File: src/hw/rtl/u8u16_pkg.sv
// Shared types, constants and the byte classifier for the UTF-8 to UTF-16 transcoder.
package u8u16_pkg;

  typedef struct packed {
    logic [7:0] in_byte;
    logic       end_of_string;
  } in_t;

  typedef struct packed {
    logic [15:0] code_unit;
    logic        replaced;
    logic        run_last;
  } out_t;

  typedef struct packed {
    logic accept;
    logic pop;
  } ctrl_cmd_t;

  typedef struct packed {
    logic plan_has;
    logic plan_last;
    logic out_free;
  } dp_status_t;

  localparam logic [2:0] CLS_CONT  = 3'd0;
  localparam logic [2:0] CLS_ASCII = 3'd1;
  localparam logic [2:0] CLS_LEAD2 = 3'd2;
  localparam logic [2:0] CLS_LEAD3 = 3'd3;
  localparam logic [2:0] CLS_LEAD4 = 3'd4;
  localparam logic [2:0] CLS_BAD   = 3'd5;

  localparam logic [15:0] REPL_CHAR    = 16'h003F;
  localparam logic [15:0] SURR_HI_BASE = 16'hD800;
  localparam logic [5:0]  SURR_LO_TOP  = 6'b110111;
  localparam logic [20:0] SUPP_BASE    = 21'h10000;

  function automatic logic [2:0] byte_class(input logic [7:0] b);
    logic [2:0] cls;
    unique case (b[7:3]) inside
      [5'd0:5'd15]:  cls = CLS_ASCII;
      [5'd16:5'd23]: cls = CLS_CONT;
      [5'd24:5'd27]: cls = CLS_LEAD2;
      [5'd28:5'd29]: cls = CLS_LEAD3;
      5'd30:         cls = CLS_LEAD4;
      default:       cls = CLS_BAD;
    endcase
    return cls;
  endfunction

endpackage

File: src/hw/rtl/u8u16_ctrl.sv
// Controller state machine that sequences byte transfers and result emission.
module u8u16_ctrl (
  input  logic                  clk,
  input  logic                  rst_n,
  input  logic                  in_valid,
  output logic                  in_stall,
  input  u8u16_pkg::dp_status_t status,
  output u8u16_pkg::ctrl_cmd_t  cmd
);

  typedef enum logic [1:0] {
    S_IDLE = 2'b01,
    S_EMIT = 2'b10
  } state_t;

  state_t state_r, state_nxt;

  always_comb begin
    state_nxt  = state_r;
    in_stall   = 1'b1;
    cmd.accept = 1'b0;
    cmd.pop    = 1'b0;
    unique case (state_r)
      S_IDLE: begin
        in_stall   = 1'b0;
        cmd.accept = in_valid;
        if (in_valid) begin
          state_nxt = S_EMIT;
        end
      end
      S_EMIT: begin
        if (!status.plan_has) begin
          state_nxt = S_IDLE;
        end else if (status.out_free) begin
          cmd.pop = 1'b1;
          if (status.plan_last) begin
            state_nxt = S_IDLE;
          end
        end
      end
      default: state_nxt = S_IDLE;
    endcase
  end

  always_ff @(posedge clk) begin
    if (!rst_n) begin
      state_r <= S_IDLE;
    end else begin
      state_r <= state_nxt;
    end
  end

endmodule

File: src/hw/rtl/u8u16_dp.sv
// Datapath with the pending byte buffer, result plan and output register.
module u8u16_dp (
  input  logic                  clk,
  input  logic                  rst_n,
  input  u8u16_pkg::in_t        in_data,
  input  u8u16_pkg::ctrl_cmd_t  cmd,
  output u8u16_pkg::dp_status_t status,
  output logic                  out_valid,
  input  logic                  out_stall,
  output u8u16_pkg::out_t       out_data
);

  logic [7:0]       pend_r [3];
  logic [7:0]       pend_nxt [3];
  logic [1:0]       pcount_r, pcount_nxt;
  logic [2:0]       seqlen_r, seqlen_nxt;
  logic [2:0]       rep_left_r, rep_left_nxt;
  logic [1:0]       tail_cnt_r, tail_cnt_nxt;
  logic [15:0]      unit0_r, unit0_nxt;
  logic [15:0]      unit1_r, unit1_nxt;
  logic             out_valid_r;
  u8u16_pkg::out_t  out_data_r, out_data_nxt;

  logic [2:0]  cls;
  logic [5:0]  cbits;
  logic [20:0] cp;
  logic [20:0] cp_off;
  logic [3:0]  plan_total;
  logic [2:0]  rep_new;
  logic [1:0]  tail_new;
  logic [15:0] u0_new, u1_new;
  logic        as_lead;

  assign cls    = u8u16_pkg::byte_class(in_data.in_byte);
  assign cbits  = in_data.in_byte[5:0];
  assign cp_off = cp - u8u16_pkg::SUPP_BASE;

  always_comb begin
    unique case (seqlen_r)
      u8u16_pkg::CLS_LEAD2: cp = {10'd0, pend_r[0][4:0], cbits};
      u8u16_pkg::CLS_LEAD3: cp = {5'd0, pend_r[0][3:0], pend_r[1][5:0], cbits};
      default: cp = {pend_r[0][2:0], pend_r[1][5:0], pend_r[2][5:0], cbits};
    endcase
  end

  always_comb begin
    pend_nxt   = pend_r;
    pcount_nxt = pcount_r;
    seqlen_nxt = seqlen_r;
    rep_new    = 3'd0;
    tail_new   = 2'd0;
    u0_new     = unit0_r;
    u1_new     = unit1_r;
    as_lead    = 1'b1;
    if (pcount_r != 2'd0) begin
      if (cls == u8u16_pkg::CLS_CONT) begin
        as_lead = 1'b0;
        if (({1'b0, pcount_r} + 3'd1) == seqlen_r) begin
          if (cp < u8u16_pkg::SUPP_BASE) begin
            tail_new = 2'd1;
            u0_new   = cp[15:0];
          end else begin
            tail_new = 2'd2;
            u0_new   = u8u16_pkg::SURR_HI_BASE + {5'd0, cp_off[20:10]};
            u1_new   = {u8u16_pkg::SURR_LO_TOP, cp_off[9:0]};
          end
          pcount_nxt = 2'd0;
          seqlen_nxt = 3'd0;
        end else if (in_data.end_of_string) begin
          rep_new    = {1'b0, pcount_r} + 3'd1;
          pcount_nxt = 2'd0;
          seqlen_nxt = 3'd0;
        end else begin
          if (pcount_r == 2'd1) begin
            pend_nxt[1] = in_data.in_byte;
          end else begin
            pend_nxt[2] = in_data.in_byte;
          end
          pcount_nxt = pcount_r + 2'd1;
        end
      end else begin
        rep_new    = {1'b0, pcount_r};
        pcount_nxt = 2'd0;
        seqlen_nxt = 3'd0;
      end
    end else begin
      pcount_nxt = 2'd0;
      seqlen_nxt = 3'd0;
    end
    if (as_lead) begin
      if (cls == u8u16_pkg::CLS_ASCII) begin
        tail_new = 2'd1;
        u0_new   = {8'd0, in_data.in_byte};
      end else if (cls == u8u16_pkg::CLS_CONT || cls == u8u16_pkg::CLS_BAD ||
                   in_data.end_of_string) begin
        rep_new = rep_new + 3'd1;
      end else begin
        pend_nxt[0] = in_data.in_byte;
        pcount_nxt  = 2'd1;
        seqlen_nxt  = cls;
      end
    end
  end

  assign plan_total       = {1'b0, rep_left_r} + {2'd0, tail_cnt_r};
  assign status.plan_has  = (plan_total != 4'd0);
  assign status.plan_last = (plan_total == 4'd1);
  assign status.out_free  = !out_valid_r || !out_stall;

  always_comb begin
    rep_left_nxt = rep_left_r;
    tail_cnt_nxt = tail_cnt_r;
    unit0_nxt    = unit0_r;
    unit1_nxt    = unit1_r;
    out_data_nxt = out_data_r;
    if (cmd.accept) begin
      rep_left_nxt = rep_new;
      tail_cnt_nxt = tail_new;
      unit0_nxt    = u0_new;
      unit1_nxt    = u1_new;
    end else if (cmd.pop) begin
      out_data_nxt.run_last = status.plan_last;
      if (rep_left_r != 3'd0) begin
        out_data_nxt.code_unit = u8u16_pkg::REPL_CHAR;
        out_data_nxt.replaced  = 1'b1;
        rep_left_nxt           = rep_left_r - 3'd1;
      end else begin
        out_data_nxt.code_unit = unit0_r;
        out_data_nxt.replaced  = 1'b0;
        tail_cnt_nxt           = tail_cnt_r - 2'd1;
        unit0_nxt              = unit1_r;
      end
    end
  end

  always_ff @(posedge clk) begin
    if (!rst_n) begin
      pcount_r    <= 2'd0;
      seqlen_r    <= 3'd0;
      rep_left_r  <= 3'd0;
      tail_cnt_r  <= 2'd0;
      out_valid_r <= 1'b0;
    end else begin
      if (cmd.accept) begin
        pcount_r <= pcount_nxt;
        seqlen_r <= seqlen_nxt;
      end
      rep_left_r <= rep_left_nxt;
      tail_cnt_r <= tail_cnt_nxt;
      if (cmd.pop) begin
        out_valid_r <= 1'b1;
      end else if (!out_stall) begin
        out_valid_r <= 1'b0;
      end
    end
  end

  always_ff @(posedge clk) begin
    if (cmd.accept) begin
      pend_r <= pend_nxt;
    end
    unit0_r    <= unit0_nxt;
    unit1_r    <= unit1_nxt;
    out_data_r <= out_data_nxt;
  end

  assign out_valid = out_valid_r;
  assign out_data  = out_data_r;

endmodule

File: src/hw/rtl/utf8_to_utf16_transcoder_top.sv
// Top level of the UTF-8 to UTF-16 transcoder.
// The input channel takes one UTF-8 byte per transfer with an end-of-string
// flag. The output channel gives UTF-16 code units, each flagged when it is a
// replacement '?' and marked run_last on the final unit caused by its byte.
// A byte may cause no unit (it is buffered), one unit, a surrogate pair, or up
// to four replacement units when a sequence breaks.
// A byte transfer loads the planned results at once, and the units then leave
// one per cycle, while the receiver does not stall, through the single output
// register. The next byte is taken in the cycle after the last unit is loaded;
// a buffered byte with no units frees the input once the emit state finds no plan.
// The first unit goes from the plan registers into the output register.
// The next byte is taken while the last unit of the previous one still waits.
// Reset clears the pending sequence and any planned units; the block then
// takes a byte at once. When the receiver stalls, the output register holds
// its unit and emission pauses until the transfer completes.
module utf8_to_utf16_transcoder_top (
  input  logic               clk,
  input  logic               rst_n,
  input  logic               in_valid,
  output logic               in_stall,
  input  u8u16_pkg::in_t     in_data,
  output logic               out_valid,
  input  logic               out_stall,
  output u8u16_pkg::out_t    out_data
);

  u8u16_pkg::ctrl_cmd_t  cmd;
  u8u16_pkg::dp_status_t status;

  u8u16_ctrl u_ctrl (
    .clk      (clk),
    .rst_n    (rst_n),
    .in_valid (in_valid),
    .in_stall (in_stall),
    .status   (status),
    .cmd      (cmd)
  );

  u8u16_dp u_dp (
    .clk       (clk),
    .rst_n     (rst_n),
    .in_data   (in_data),
    .cmd       (cmd),
    .status    (status),
    .out_valid (out_valid),
    .out_stall (out_stall),
    .out_data  (out_data)
  );

endmodule
File: config.mk
export PLATFORM = sky130hd
export DESIGN_NAME = utf8_to_utf16_transcoder_top
export DESIGN_NICKNAME = d
export VERILOG_FILES = /design/src/hw/rtl/u8u16_pkg.sv /design/src/hw/rtl/u8u16_ctrl.sv /design/src/hw/rtl/u8u16_dp.sv /design/src/hw/rtl/utf8_to_utf16_transcoder_top.sv
export SDC_FILE = /design/constraint.sdc
export NUM_CORES = 1
export LEC_CHECK = 0
export BUFFER_PORTS_ARGS = -buffer_cell sky130_fd_sc_hd__buf_4
export CAP_MARGIN = 20
export CORE_ASPECT_RATIO = 2
export CORE_MARGIN = 2
export CORE_UTILIZATION = 60
export DETAILED_ROUTE_END_ITERATION = 8
export GPL_TIMING_DRIVEN = 0
export PLACE_DENSITY_LB_ADDON = 0.05
export SYNTH_ARGS = -nofsm -noshare
export SYNTH_HDL_FRONTEND = slang
export SYNTH_HIERARCHICAL = 1
export SYNTH_SLANG_ARGS = --single-unit
File: constraint.sdc
create_clock -name clk -period 3.65 [get_ports clk]
set_clock_uncertainty 0.2 [all_clocks]
set_input_delay 0.73 -clock clk [delete_from_list [all_inputs] [get_ports clk]]
set_output_delay 0.73 -clock clk [all_outputs]
set_load 0.05 [all_outputs]
Word-level counts from Yosys, hierarchy flattened
Cells that the tools add are included.
- $add $sub $neg: 8
- $mul: 0
- div/mod/pow operators: 0
- order comparisons: 9
- eq/ne operators: 15
- shifts and indexed selects: 0
- mux-type cells: 59
- bitwise operators: 7
- reductions and logical operators: 23
- operator list (operator ; number):
    two-way mux 16 bit ; 9
    two-way mux 3 bit ; 17
    one-hot mux 21 bit (2 select lines) ; 1
    two-way mux 2 bit ; 20
    < comparator 21 x 17 -> 1 bit, second input constant ; 1
    subtractor 21 x 17 -> 21 bit, second input constant ; 1
    adder 15 x 12 -> 16 bit, first input constant ; 1
    >= comparator 5 bit, second input constant ; 3
    <= comparator 5 bit, second input constant ; 3
    one-hot mux 3 bit (5 select lines) ; 1
    AND reduction 6 bit ; 2
    two-way mux 1 bit ; 10
    NOT 1 bit ; 7
    equality test 3 x 2 -> 1 bit, second input constant ; 2
    inequality test 3 bit, second input constant ; 2
    AND reduction 2 bit ; 3
    nonzero test 2 bit ; 3
    equality test 5 bit, second input constant ; 1
    >= comparator 5 x 1 -> 1 bit, second input constant ; 1
    <= comparator 5 x 4 -> 1 bit, second input constant ; 1
    AND reduction 5 bit ; 1
    adder 3 x 2 -> 4 bit ; 1
    equality test 2 x 1 -> 1 bit, second input constant ; 2
    equality test 4 x 1 -> 1 bit, second input constant ; 1
    other kinds (20) ; 27
- bits in registers: 74
- bits in latches: 0
- RAM bits: 0
- memory bits (read-only): 0
- bits of input ports: 13
- output and inout bits: 20
- word-level logic and storage cells: 135
- memories kept: 0

Longest topological paths before layout
- depth after elaboration: 11
- mapped depth: 14
- mapped depth without buffers: 13

Modules after synthesis
The synthesis kept the hierarchy.
- modules (own cells, without submodules) (module ; times used ; cells an instance ; area each (sq um) ; seq. area each (sq um)):
    u8u16_dp ; 1 ; 325 ; 3777.4 ; 2052.0
    u8u16_ctrl ; 1 ; 12 ; 103.8 ; 40.0

Worst setup path after synthesis
Ideal clock, no wire load.
- path kind: reg2reg
- start: register u_dp.tail_cnt_r[0]
- end: register u_dp.out_data_r (netlist bit u_dp/out_data[0]) (enable)
- setup time: 0.395 ns
- arrival time: 2.566 ns
- required time: 3.055 ns
- setup slack: 0.489 ns
- cell stages (with the launch flop): 11
- buffers on the path: 1
- period minus slack after synthesis: 3.161 ns
- cell sequence: dfxtp_1 > ha_1 > inv_1 > fa_1 > mux2i_1 > nor2b_1 > nand2b_1 > and2_1 > and3b_1 > clkbuf_1 > nor2b_1
- RTL lines (item ; RTL line ; text):
    start, declared ; u8u16_dp.sv:18 ; logic [1:0] tail_cnt_r, tail_cnt_nxt;
    start signal, assigned ; u8u16_dp.sv:149 ; tail_cnt_r <= tail_cnt_nxt;
    end signal, assigned ; u8u16_dp.sv:164 ; out_data_r <= out_data_nxt;
    end, declared ; u8u16_dp.sv:22 ; u8u16_pkg::out_t out_data_r, out_data_nxt;

==> flow_summary.toml <==
[layout]
final_cells = 471
nNetsFinal = 403
syn2layout_area_growth_pct = 17.31
layout-drive-gt1-share = 0.1818
post-route-util = 0.7275
n_antenna_cell = 0

[synthesis]
ys_ff_latch = 74
async_flop_share = 0
synth_fp_nets = 360
synth-edff-count = 61
yosys_warnings = 6
yosysTopAreaCellShare = 0.4720
yosysSeqAreaShare = 0.5390
syn_area_mm2 = 0.003881
synth_cell_types = 67
synthTopCellsByCount = "edfxtp_1 (61), inv_1 (18), nand2_1 (17)"
synth.area.top_cells = "edfxtp_1 (47%), dfxtp_1 (6.7%), ha_1 (2.9%)"
yosysTopAreaCell = "edfxtp_1"
synth.most_common_cell = "edfxtp_1"
syn_inst = 337
synth_area_per_cell_um2 = 11.52
synthFlopType = "edfxtp_1"

[timing]
tns_ns = 0
fmax_mhz = 297.7
slew_viol_final = 0
hold_violations = 0
rsz0062_at_grt = "no"
period_share = 0.9204
whs_ns = 0.3378
finalSetupViolCount = 0
relSlewSlack = 0.3847
finalCriticalPeriod_ns = 3.359
worstMarginPinSlew_ns = 0.9180

[run_status]
outcome = "complete, no violations"

[clock_tree]
hold_buffers = 0
clock-sinks = 74
cts-htree-levels = 3
post_cts_buffers = 0
numCtsBuffers = 9
clk_pin_slew_worst_paths_ns = 0.06
cts_tree = "yes"
clock_latency_ns = 0.33
cts-root-buf = "clkbuf_16"
cts_buffer_depth = 2
post_cts_resized = 0

[min_path]
min_to = "u_dp/out_valid$_SDFFE_PN0P_"
hp-start = "u_dp/out_valid$_SDFFE_PN0P_"
min_path_cells = 2
hp-class = "flop to flop"

[placement]
place.port_buffers = 31
post-dp-hpwl_um = 6253
finalWeightedCongestion = 0.9189
dp.cells = 455

[die]
pin_count = 33
die_area_mm2 = 0.007167
die_width_um = 60.87
start_util = 0.6202
die_h_um = 117.7
coreArea_mm2 = 0.006259
num_rows = 41

[setup_path]
r2r-start = "u_dp/rep_left_r[0]$_SDFFE_PN0P_"
reg2regPathDepth = 12
rrSetupSlack_ns = 0.29
cp-end-kind = "flop"
cp.arrival_ns = 3.08
crit_type = "flop to flop"
required_ns = 3.37
r2r_end = "u_dp/unit0_r[14]$_SDFFCE_PN1P_"
crit_fanout = 16
startpoint_type = "flop"

[grt]
grt_pass1_vias = 2833
grt_max_degree = 17
grt_overflow = 0
grt_pass1_wl_um = 13770
antenna_found_initial = 0
gr-usage-all-layers = 0.2641

[power]
ir_drop_mv = 0.4215
fin_total_pwr_mw = 2.125
p_leak_nw = 1.600
power.density_mw_per_mm2 = 466.7

[route]
dr_total_vias = 2865
routedWlPerCell_um = 18.16
ant_nets = 0
drc = 0
via_per_inst = 6.083
drt_iter0_markers = 127
drt_pre_antenna_iters = 4
wl_um = 8552

[job]
maxCapViolations = 0
[flip-flops by register name (all words and copies together) (netlist names)]
name	count
u_dp/tail_cnt_r	2
u_dp/rep_left_r	3
u_dp/pcount_r	2
u_dp/unit0_r	16
u_dp/pend_r	17
u_ctrl/state_r	2
u_dp/out_data	18
u_dp/unit1_r	10
u_dp/seqlen_r	3
u_dp/out_valid	1
[how the worst max path moves through the flow]
stage | start | end | slack (ns) | cells after the start
6_report | u_dp/rep_left_r[0]$_SDFFE_PN0P_ | u_dp/unit0_r[14]$_SDFFCE_PN1P_ | 0.29 | 12
5_1_grt | u_dp/rep_left_r[0]$_SDFFE_PN0P_ | u_dp/unit0_r[14]$_SDFFCE_PN1P_ | 0.08 | 12
4_1_cts | u_dp/rep_left_r[0]$_SDFFE_PN0P_ | u_dp/unit0_r[3]$_DFFE_PP_ | 0.29 | 12
3_5_place_dp | in_valid | u_dp/unit0_r[9]$_DFFE_PP_ | 0.22 | 7
3_3_place_gp | in_valid | u_dp/unit1_r[7]$_DFFE_PP_ | -0.15 | 6
2_1_floorplan | u_dp/tail_cnt_r[0]$_SDFFE_PN0P_ | u_dp/out_data[0]$_DFFE_PP_ | 0.49 | 10
[cells by family after synthesis]
| logic type | Yosys count | share of synthesized area |
|---|---|---|
| xor gates and xnor gates | 8 | 0.01999 |
| and+or+nand+nor | 104 | 0.1605 |
| adders and majority gates | 10 | 0.03417 |
| buffers and inverters | 35 | 0.03836 |
| muxes | 11 | 0.02934 |
| DFF | 74 | 0.5390 |
| AOI/OAI and AO/OA | 95 | 0.1786 |
[per-stage QoR]
stage	setup slack, ns	area [um^2]
after detailed placement	0.2180	4234
final	0.2905	4553
after global routing	0.08009	4553
after global placement	-0.1541	4222
after CTS	0.2891	4553
after floorplan	0.4890	3881
[metal layers]
| layer | vias to the layer above | global-route usage | share of wire |
|---|---|---|---|
| met5 | - | 0 | 0 |
| met1 | 1363 | 0.3051 | 0.39 |
| met2 | 89 | 0.4247 | 0.54 |
| met4 | 0 | 0.1848 | 0.041 |
| met3 | 25 | 0.03956 | 0.036 |
| li1 | 1388 | - | - |
[critical path, cell delays in order (launching register included)]
cell      delay [ns]
dfxtp_1         0.39
ha_1            0.21
inv_1           0.06
fa_1            0.38
a211oi_1        0.23
mux2i_1         0.11
nor2b_1         0.14
nand2b_1        0.06
and2_1          0.17
and3b_1         0.18
clkbuf_1        0.18
nand3b_1        0.19
nand2_1         0.44
[layout make-up]
type                       count  area, um^2
fill                         491        1705
clock inverter                 6       90.09
clock buffer                  10       229.0
tap                           86       107.6
sequential                    74        2092
multi-input combinational    228        1645
inverter                      19       71.32
buffer                        16       77.57
timing repair buffer          32       240.2
[where the power goes]
group / switching [mW] / internal (mW)
sequential: 0.0198 / 0.954
clock: 0.328 / 0.600
combinational: 0.141 / 0.0820
total: 0.489 / 1.64
[layout by cell type, fill, tap and decap left out, types with 3 or more instances in the layout]
cell type  count
xnor2_1        4
a21o_1         3
nor3_1         5
nand4_1        8
a311oi_1       5
dfxtp_1       13
nor2_1        12
buf_4         33
o211ai_1       6
o31ai_1        3
o21ai_0       16
mux2_2         3
nand2_1       17
clkbuf_1      10
nand2b_1      12
nand3_1        6
a21oi_1       15
ha_1           9
clkbuf_16      9
a31oi_1       10
mux2i_1        8
and2_1        16
a22oi_1        5
inv_1         18
a211oi_1       8
edfxtp_1      61
xor2_1         3
nor2b_1        8
buf_2          5
No activity file was read; power rests on OpenSTA's default activity.
